**src/sv/cht_pkg.sv**
```systemverilog
package cht_pkg;

  localparam int unsigned CmdW    = 3;
  localparam int unsigned KeyW    = 32;
  localparam int unsigned PayW    = 32;
  localparam int unsigned StatusW = 2;
  localparam int unsigned TotalW  = 7;
  localparam int unsigned EmptyW  = 5;
  localparam int unsigned LongW   = 7;
  localparam int unsigned CfgW    = 5;
  localparam logic [CfgW-1:0] BucketCountRst = 5'd15;

  typedef enum logic [CmdW-1:0] {
    CMD_INSERT = 3'd0,
    CMD_SEARCH = 3'd1,
    CMD_UPDATE = 3'd2,
    CMD_DELETE = 3'd3,
    CMD_STATS  = 3'd4
  } cmd_e;

  typedef enum logic [StatusW-1:0] {
    ST_OK       = 2'd0,
    ST_DUP      = 2'd1,
    ST_NOTFOUND = 2'd2,
    ST_FULL     = 2'd3
  } status_e;

  typedef enum logic [10:0] {
    S_IDLE    = 11'b00000000001,
    S_MOD     = 11'b00000000010,
    S_WALK    = 11'b00000000100,
    S_CHK     = 11'b00000001000,
    S_ALLOC   = 11'b00000010000,
    S_DELLINK = 11'b00000100000,
    S_DELFREE = 11'b00001000000,
    S_STHEAD  = 11'b00010000000,
    S_STWALK  = 11'b00100000000,
    S_STNEXT  = 11'b01000000000,
    S_SPARE   = 11'b10000000000
  } state_e;

endpackage

```
**src/sv/chained_hash_table.sv**
```systemverilog
// Chained hash table on a fixed node pool.
// Command channel: a command (cmd_i, key_i, payload_i) transfers on the rising
// edge where start_i is high and busy_o is low. Exactly one result follows,
// shown for one cycle with done_o high; the receiver cannot hold it off.
// Commands: insert (new node at chain head), search, update, delete,
// statistics. Unknown command codes return at once with status ok.
// Operation: the bucket index is key mod bucket count, found by a bit-serial
// restoring divider. The chain walk then reads each visited node from the
// node memories, which have a registered read port. A new insert ends in
// S_ALLOC, a delete in S_DELLINK and S_DELFREE. Statistics visits every bucket
// and every stored node. The strobe comes in the first cycle with busy_o low.
// One command is in flight at a time; busy_o is high while it is.
// Configuration: APB register 0 (byte address 0) holds bucket_count; write it
// only while the block is idle. A count of zero acts as one, a count above
// MAX_BUCKETS as MAX_BUCKETS.
// Reset: all buckets empty, all nodes on the free list, count zero, bucket
// count 15. No clearing pass: per-node valid bits stand in for the free list.
module chained_hash_table
  import cht_pkg::*;
#(
  parameter int unsigned MAX_BUCKETS = 16,
  parameter int unsigned POOL_NODES  = 64
) (
  input  logic               clk_i,
  input  logic               rst_ni,
  input  logic               start_i,
  output logic               busy_o,
  input  logic [CmdW-1:0]    cmd_i,
  input  logic [KeyW-1:0]    key_i,
  input  logic [PayW-1:0]    payload_i,
  output logic               done_o,
  output logic [StatusW-1:0] status_o,
  output logic [PayW-1:0]    found_payload_o,
  output logic [TotalW-1:0]  entry_total_o,
  output logic [EmptyW-1:0]  empty_buckets_o,
  output logic [LongW-1:0]   longest_chain_o,
  input  logic               psel,
  input  logic               penable,
  input  logic               pwrite,
  input  logic [2:0]         paddr,
  input  logic [31:0]        pwdata,
  output logic [31:0]        prdata,
  output logic               pready
);

  localparam int unsigned NW  = $clog2(POOL_NODES + 1);
  localparam int unsigned AW  = (POOL_NODES > 1) ? $clog2(POOL_NODES) : 1;
  localparam int unsigned BCW = $clog2(MAX_BUCKETS + 1);
  localparam int unsigned BW  = (MAX_BUCKETS > 1) ? $clog2(MAX_BUCKETS) : 1;
  localparam logic [NW-1:0] Nil = NW'(POOL_NODES);
  localparam int unsigned KW  = $clog2(KeyW);

  // configuration
  logic [CfgW-1:0] bcount_q;
  logic [BCW-1:0]  nb;

  assign pready = 1'b1;
  assign prdata = (paddr[2] == 1'b0) ? {{(32 - CfgW){1'b0}}, bcount_q} : 32'd0;

  always_ff @(posedge clk_i or negedge rst_ni) begin
    if (!rst_ni) begin
      bcount_q <= BucketCountRst;
    end else if (psel && penable && pwrite && (paddr[2] == 1'b0)) begin
      bcount_q <= pwdata[CfgW-1:0];
    end
  end

  always_comb begin
    if (bcount_q == '0) begin
      nb = BCW'(1);
    end else if (32'(bcount_q) > MAX_BUCKETS) begin
      nb = BCW'(MAX_BUCKETS);
    end else begin
      nb = BCW'(bcount_q);
    end
  end

  // node memories
  logic [KeyW+PayW-1:0] kp_mem [POOL_NODES];
  logic [NW-1:0]        nx_mem [POOL_NODES];
  logic [POOL_NODES-1:0] nx_vld_q;

  logic                 kp_we, nx_we;
  logic [AW-1:0]        kp_wa, nx_wa, kp_ra, nx_ra;
  logic [KeyW+PayW-1:0] kp_wd, kp_rd_q;
  logic [NW-1:0]        nx_wd, nx_raw_q, rd_next;
  logic                 nx_rvld_q;
  logic [AW-1:0]        nx_raddr_q;

  always_ff @(posedge clk_i) begin
    if (kp_we) begin
      kp_mem[kp_wa] <= kp_wd;
    end
    if (nx_we) begin
      nx_mem[nx_wa] <= nx_wd;
    end
    kp_rd_q  <= kp_mem[kp_ra];
    nx_raw_q <= nx_mem[nx_ra];
  end

  always_ff @(posedge clk_i or negedge rst_ni) begin
    if (!rst_ni) begin
      nx_vld_q   <= '0;
      nx_rvld_q  <= 1'b0;
      nx_raddr_q <= '0;
    end else begin
      if (nx_we) begin
        nx_vld_q[nx_wa] <= 1'b1;
      end
      nx_rvld_q  <= nx_vld_q[nx_ra];
      nx_raddr_q <= nx_ra;
    end
  end

  // an unwritten link still holds its free-list value
  assign rd_next = nx_rvld_q ? nx_raw_q : (NW'(nx_raddr_q) + NW'(1));

  // control and datapath
  state_e           state_q, state_d;
  logic [NW-1:0]    head_q [MAX_BUCKETS];
  logic [NW-1:0]    free_q, cur_q, prev_q, steps_q, link_q, len_q, long_q;
  logic [NW-1:0]    entry_q;
  logic [CmdW-1:0]  cmd_q;
  logic [KeyW-1:0]  key_q, shift_q;
  logic [PayW-1:0]  pay_q;
  logic [KW-1:0]    bit_q;
  logic [BCW-1:0]   rem_q, idx_q, empty_q;
  logic [BCW:0]     rem_sh;
  logic [BCW-1:0]   rem_nx;
  logic             done_q;
  logic [StatusW-1:0] status_q;
  logic [PayW-1:0]  found_q;
  logic [NW-1:0]    long_nx;
  logic [BCW-1:0]   empty_nx;

  assign rem_sh = {rem_q, shift_q[KeyW-1]};
  assign rem_nx = (rem_sh >= {1'b0, nb}) ? BCW'(rem_sh - {1'b0, nb}) : BCW'(rem_sh);
  assign long_nx  = (len_q > long_q) ? len_q : long_q;
  assign empty_nx = (len_q == '0) ? empty_q + BCW'(1) : empty_q;

  assign busy_o = (state_q != S_IDLE);

  always_comb begin
    kp_we = 1'b0;
    kp_wa = cur_q[AW-1:0];
    kp_wd = {key_q, pay_q};
    nx_we = 1'b0;
    nx_wa = cur_q[AW-1:0];
    nx_wd = free_q;
    kp_ra = cur_q[AW-1:0];
    nx_ra = cur_q[AW-1:0];
    state_d = state_q;
    case (state_q)
      S_WALK: begin
        if ((cur_q == Nil || steps_q == Nil) && cmd_q == CMD_INSERT) begin
          nx_ra = free_q[AW-1:0];
        end
      end
      S_CHK: begin
        if (kp_rd_q[KeyW+PayW-1:PayW] == key_q && cmd_q == CMD_UPDATE) begin
          kp_we = 1'b1;
        end
      end
      S_ALLOC: begin
        kp_we = 1'b1;
        kp_wa = free_q[AW-1:0];
        nx_we = 1'b1;
        nx_wa = free_q[AW-1:0];
        nx_wd = head_q[rem_q[BW-1:0]];
      end
      S_DELLINK: begin
        if (prev_q != Nil) begin
          nx_we = 1'b1;
          nx_wa = prev_q[AW-1:0];
          nx_wd = link_q;
        end
      end
      S_DELFREE: begin
        nx_we = 1'b1;
      end
      default: ;
    endcase
  end

  always_ff @(posedge clk_i or negedge rst_ni) begin
    if (!rst_ni) begin
      state_q  <= S_IDLE;
      free_q   <= '0;
      entry_q  <= '0;
      done_q   <= 1'b0;
      status_q <= ST_OK;
      found_q  <= '0;
      empty_q  <= '0;
      long_q   <= '0;
      for (int i = 0; i < MAX_BUCKETS; i++) begin
        head_q[i] <= Nil;
      end
    end else begin
      done_q <= 1'b0;
      case (state_q)
        S_IDLE: begin
          if (start_i) begin
            cmd_q    <= cmd_i;
            key_q    <= key_i;
            shift_q  <= key_i;
            pay_q    <= payload_i;
            rem_q    <= '0;
            bit_q    <= '0;
            status_q <= ST_OK;
            found_q  <= '0;
            empty_q  <= '0;
            long_q   <= '0;
            idx_q    <= '0;
            if (cmd_i == CMD_STATS) begin
              state_q <= S_STHEAD;
            end else if (cmd_i > CMD_STATS) begin
              done_q <= 1'b1;
            end else begin
              state_q <= S_MOD;
            end
          end
        end
        S_MOD: begin
          rem_q   <= rem_nx;
          shift_q <= shift_q << 1;
          bit_q   <= bit_q + KW'(1);
          if (bit_q == KW'(KeyW - 1)) begin
            cur_q   <= head_q[rem_nx[BW-1:0]];
            prev_q  <= Nil;
            steps_q <= '0;
            state_q <= S_WALK;
          end
        end
        S_WALK: begin
          if (cur_q == Nil || steps_q == Nil) begin
            if (cmd_q != CMD_INSERT) begin
              status_q <= ST_NOTFOUND;
              done_q   <= 1'b1;
              state_q  <= S_IDLE;
            end else if (free_q == Nil) begin
              status_q <= ST_FULL;
              done_q   <= 1'b1;
              state_q  <= S_IDLE;
            end else begin
              state_q <= S_ALLOC;
            end
          end else begin
            state_q <= S_CHK;
          end
        end
        S_CHK: begin
          if (kp_rd_q[KeyW+PayW-1:PayW] == key_q) begin
            link_q  <= rd_next;
            state_q <= S_IDLE;
            done_q  <= 1'b1;
            case (cmd_q)
              CMD_INSERT: status_q <= ST_DUP;
              CMD_SEARCH: found_q  <= kp_rd_q[PayW-1:0];
              CMD_DELETE: begin
                done_q  <= 1'b0;
                state_q <= S_DELLINK;
              end
              default: ;
            endcase
          end else begin
            prev_q  <= cur_q;
            cur_q   <= rd_next;
            steps_q <= steps_q + NW'(1);
            state_q <= S_WALK;
          end
        end
        S_ALLOC: begin
          head_q[rem_q[BW-1:0]] <= free_q;
          free_q  <= rd_next;
          entry_q <= entry_q + NW'(1);
          done_q  <= 1'b1;
          state_q <= S_IDLE;
        end
        S_DELLINK: begin
          if (prev_q == Nil) begin
            head_q[rem_q[BW-1:0]] <= link_q;
          end
          state_q <= S_DELFREE;
        end
        S_DELFREE: begin
          free_q <= cur_q;
          if (entry_q != '0) begin
            entry_q <= entry_q - NW'(1);
          end
          done_q  <= 1'b1;
          state_q <= S_IDLE;
        end
        S_STHEAD: begin
          cur_q   <= head_q[idx_q[BW-1:0]];
          len_q   <= '0;
          state_q <= S_STWALK;
        end
        S_STWALK: begin
          if (cur_q == Nil || len_q == Nil) begin
            empty_q <= empty_nx;
            long_q  <= long_nx;
            idx_q   <= idx_q + BCW'(1);
            if (idx_q + BCW'(1) == nb) begin
              done_q  <= 1'b1;
              state_q <= S_IDLE;
            end else begin
              state_q <= S_STHEAD;
            end
          end else begin
            state_q <= S_STNEXT;
          end
        end
        S_STNEXT: begin
          cur_q   <= rd_next;
          len_q   <= len_q + NW'(1);
          state_q <= S_STWALK;
        end
        default: state_q <= S_IDLE;
      endcase
    end
  end

  logic is_stats_q;
  always_ff @(posedge clk_i or negedge rst_ni) begin
    if (!rst_ni) begin
      is_stats_q <= 1'b0;
    end else if (start_i && !busy_o) begin
      is_stats_q <= (cmd_i == CMD_STATS);
    end
  end

  assign done_o          = done_q;
  assign status_o        = status_q;
  assign found_payload_o = found_q;
  assign entry_total_o   = TotalW'(entry_q);
  assign empty_buckets_o = is_stats_q ? EmptyW'(empty_q) : '0;
  assign longest_chain_o = is_stats_q ? LongW'(long_q) : '0;

  a_done_idle : assert property (@(posedge clk_i) disable iff (!rst_ni)
    done_o |-> !busy_o) else $error("result strobe while a command is running");

  a_busy_after_start : assert property (@(posedge clk_i) disable iff (!rst_ni)
    (start_i && !busy_o && cmd_i <= CMD_STATS) |=> busy_o)
    else $error("known command did not occupy the block");

  a_free_empty : assert property (@(posedge clk_i) disable iff (!rst_ni)
    (free_q == Nil) |-> (entry_q == Nil)) else $error("free list empty with pool not full");

  a_full_status : assert property (@(posedge clk_i) disable iff (!rst_ni)
    (done_o && status_o == ST_FULL) |-> (entry_q == Nil))
    else $error("table full reported with free nodes");

endmodule
```
**config.mk**
```make
export PLATFORM = sky130hd
export DESIGN_NAME = chained_hash_table
export DESIGN_NICKNAME = d
export VERILOG_FILES = /design/src/sv/cht_pkg.sv /design/src/sv/chained_hash_table.sv
export SDC_FILE = /design/constraint.sdc
export NUM_CORES = 2
export LEC_CHECK = 0
export BUFFER_PORTS_ARGS = -buffer_cell sky130_fd_sc_hd__buf_2
export CAP_MARGIN = 20
export CELL_PAD_IN_SITES_DETAIL_PLACEMENT = 1
export CELL_PAD_IN_SITES_GLOBAL_PLACEMENT = 2
export CORE_MARGIN = 2
export CORE_UTILIZATION = 54
export DETAILED_ROUTE_END_ITERATION = 12
export HOLD_SLACK_MARGIN = 0.08
export PLACE_DENSITY_LB_ADDON = 0.1
export SKIP_CTS_REPAIR_TIMING = 1
export SLEW_MARGIN = 20
export SYNTH_ARGS = -nofsm -noshare
export SYNTH_HDL_FRONTEND = slang
export SYNTH_MEMORY_MAX_BITS = 65536
export SYNTH_SLANG_ARGS = --single-unit
```
**constraint.sdc**
```tcl
create_clock -name clk_i -period 13.4 [get_ports clk_i]
set_input_delay 0.67 -clock clk_i [delete_from_list [all_inputs] [get_ports clk_i]]
set_output_delay 0.67 -clock clk_i [all_outputs]
set_load 0.005 [all_outputs]
```
==> flow_summary_export.csv <==
group,metric,value,unit
timing,period_needed,8120,ps
global_routing,total_routing_usage_gr,30.7,%
clocking,clock_sink_count,5024,
place,gp_congestion,0.805,
die,die_width,605,µm
die,start_util,54.3,%
worst_setup_path,timing.critical_path.required,14040,ps
die,vertical_die_dimension,605,µm
final_layout,final_common_cell,"edfxtp_1",
worst_setup_path,critical_path_peak_fanout,65,
hold_path,class_of_the_tightest_hold_or_removal_check,"in2async",
clocking,worst_skew_pair.late_latency,1040,ps
worst_setup_path,timing.reg2reg.setup_slack,5280,ps
synth,synth_seq_cells,5024,
timing,clock.fmax,123,MHz
clocking,numCtsBuffers,527,
power_and_ir_drop,power.ir.vdd_worst,0.137,mV
worst_setup_path,crit_path_top_delay_cell,"nor2_4",
worst_setup_path,critical_path_arrival,8760,ps
clocking,tritoncts,"built",
clocking,clkSlewWorstSetupHoldPaths,60,ps
timing,hold_viol_final,0,
synth,yosysSeqAreaShare,76.4,%
timing,finalSetupTns,0,ps
power_and_ir_drop,power_density,154,nW/µm²
flow_run,cap_violations,0,
global_routing,pin_count_of_the_biggest_net_entering_global_routing,163,
run_status,run_status,"complete, no violations",
die,fp.dieArea,366000,µm²
timing,fin_worst_skew,39.0,ps
synth,async_reset_ff_share,5.18,%
detailed_routing,post_drt_antenna_nets,0,
detailed_routing,remaining_drc_errors,0,
worst_setup_path,timing.rr.start,"key_q[4]$_DFFE_PP_",
timing,post-route-period-util,60.6,%
synth,post_synth_num_cell_types,84,
synth,synth_area_leaders,"edfxtp_1 (72%), mux4_2 (16%), dfrtp_1 (3.1%), nand2_1 (1.2%), mux2i_1 (0.84%)",
synth,synth_largest_area_cell,"edfxtp_1",
global_routing,grt_pass1_wl,787000,µm
final_layout,finalNetCount,9983,
clocking,cts_root_buf,"clkbuf_16",
detailed_routing,route.final.wire_length,558000,µm
timing,timing_max_transition_violations_final,0,
place,post_dp_hpwl,299000,µm
worst_setup_path,timing.reg2reg.worst_path_depth,13,
detailed_routing,drt-wirelength-per-cell,37.1,µm
timing,setup_viol,0,
synth,synthFlopType,"edfxtp_1",
detailed_routing,drt_iter0_markers,12671,
synth,synth.cell_area,195000,µm²
global_routing,globalRouteOverflowTotal,0,
worst_setup_path,crit_path_max_incr_delay,850,ps
worst_setup_path,cp_cell_sequence,"buf_4, xnor2_1, nand4_1, nor4_1, nand2_1, nor2_1, nand2_1, nor3_1, o2bb2ai_1, nand2_1, nor2_4, buf_4, buf_4",
final_layout,layout_common_cells,"edfxtp_1 (4693), mux4_2 (1345), nand2_1 (638), clkbuf_16 (541), buf_4 (305)",
timing,rsz_0062_raised_after_global_routing,"no",
global_routing,grt_pass1_vias,102879,
detailed_routing,dr_total_vias,99229,
timing,tightest_slew,1290,ps
worst_setup_path,crit_type,"reg2reg",
global_routing,grt_antenna_before_repair,21,
worst_setup_path,critical_path.startpoint_type,"flop",
clocking,clock_tree.htree_level_count,6,
die,top_level_port_count,196,
worst_setup_path,worst_setup_path_end_kind,"flop",
synth,synthesis.yosys.warnings,0,
worst_setup_path,crit-reg2reg-capture,"kp_mem[16][42]$_DFFE_PP_",
power_and_ir_drop,power.static_leakage,72.4,nW
die,floorplan.core_area,359000,µm²
final_layout,share_of_post_route_cells_with_drive_strength_above_1,27.1,%
synth,synth-edff-count,4693,
synth,synth_top_area_share,72.3,%
detailed_routing,drt_first_pass_iters,5,
detailed_routing,vias_per_cell,6.59,
place,port-buffer-count,138,
final_layout,synthToLayoutAreaGrowth,13.0,%
power_and_ir_drop,finalPower,34.0,mW
die,placementRows,220,
timing,slew_headroom,14.2,%
clocking,max-clock-path-buffers,4,
synth,synth.avg_cell_area,21.0,µm²
synth,synthesis.instances,9286,
==> routing by layer <==
| layer | share of wire (%) | track usage, % | vias to the layer above |
|---|---|---|---|
| met5 | 0.0099 | 0 | - |
| met4 | 3.5 | 9.85 | 8 |
| met3 | 8.8 | 5.15 | 893 |
| met2 | 49 | 49.6 | 4937 |
| met1 | 39 | 43.2 | 54001 |
| li1 | - | - | 39390 |
==> report_power, final <==
part           switching [mW]  internal (mW)
registers              0.0617           17.4
logic                    1.47          0.773
clock network            6.12           8.14
==> synth_stat cells, types with 22 or more instances <==
| master | count |
|---|---|
| nor2_1 | 278 |
| a311oi_1 | 25 |
| o221ai_1 | 40 |
| mux2_2 | 69 |
| and2_1 | 32 |
| nand4_1 | 22 |
| or2_1 | 28 |
| clkbuf_1 | 302 |
| ha_1 | 26 |
| or2_2 | 38 |
| buf_2 | 63 |
| mux4_2 | 1345 |
| o22ai_1 | 33 |
| and3_1 | 46 |
| buf_4 | 35 |
| edfxtp_1 | 4693 |
| o21ai_0 | 187 |
| nand2_1 | 645 |
| xnor2_1 | 53 |
| dfrtp_1 | 239 |
| a31oi_1 | 29 |
| mux2i_1 | 164 |
| inv_1 | 67 |
| buf_1 | 124 |
| a21oi_1 | 170 |
| nand3_1 | 208 |
| dfxtp_1 | 71 |
==> area by class of cell <==
class	instances	area, µm²
Clock buffer	674	14300
Fill cell	29338	139000
Clock inverter	280	2400
Antenna cell	9	22.5
Timing Repair Buffer	532	4020
Multi-Input combinational cell	3689	44300
Tap cell	4773	5970
Sequential cell	5024	149000
Inverter	73	280
==> cell families (layout without fill, tap and decap cells) <==
logic type / Yosys count / count (layout) / synth area share, %
flops: 5024 / 5024 / 76.4
mux: 1579 / 1579 / 16.8
simple gates: 1378 / 1378 / 3.14
compound gates: 611 / 611 / 1.96
buf+inv: 599 / 1559 / 1.27
xor+xnor: 65 / 65 / 0.292
fa+ha+maj: 28 / 28 / 0.187
other cells: 2 / 37 / 0.00385
==> critical path: cells and delay by family (launching register included) <==
| family | cells | cell delay (ps) |
|---|---|---|
| AND/OR/NAND/NOR | 8 | 4370 |
| buffers and inverters | 3 | 1620 |
| XOR/XNOR | 1 | 670 |
| AO/OA/AOI/OAI | 1 | 460 |
| flip-flops | 1 | 360 |
==> how the worst max path moves through the flow <==
stage	from	to	slack, ps	depth (start not counted)
2_1_floorplan	state_d[1]$_DFFE_PN0P_	kp_mem[0][0]$_DFFE_PP_	7620	9
3_3_place_gp	key_q[4]$_DFFE_PP_	kp_mem[31][22]$_DFFE_PP_	5590	13
3_5_place_dp	key_q[4]$_DFFE_PP_	kp_mem[31][22]$_DFFE_PP_	5510	13
4_1_cts	key_q[4]$_DFFE_PP_	kp_mem[31][45]$_DFFE_PP_	5480	13
5_1_grt	key_q[4]$_DFFE_PP_	kp_mem[16][9]$_DFFE_PP_	5200	13
6_report	key_q[4]$_DFFE_PP_	kp_mem[16][42]$_DFFE_PP_	5280	13
==> stage by stage <==
step                      instance area, µm²  utilization (%)  worst slack (ps)  std cells  hold slack [ps]
after floorplan                       195000                -              7620       9312              374
after global placement                203000             56.4              5590      14017              441
after detailed placement              203000             56.4              5510      14018              451
after CTS                             219000             61.1              5480      14972             -465
after global routing                  220000             61.3              5200      15048              182
final                                 220000             61.3              5280      15054              189
==> state kept, by name, indices dropped and copies added, names as in the netlist, 6 cells and up <==
register	cells
nx_mem	448
cur_q	7
nx_raddr_q	6
shift_q	32
key_q	32
len_q	7
kp_mem	4096
kp_rd_q	64
pay_q	32
prev_q	7
long_q	7
steps_q	7
free_q	7
entry_total_o	7
found_payload_o	32
link_q	7
nx_raw_q	7
head_q	112
state_d	10
nx_vld_q	64
(Power assumes the default switching activity.)
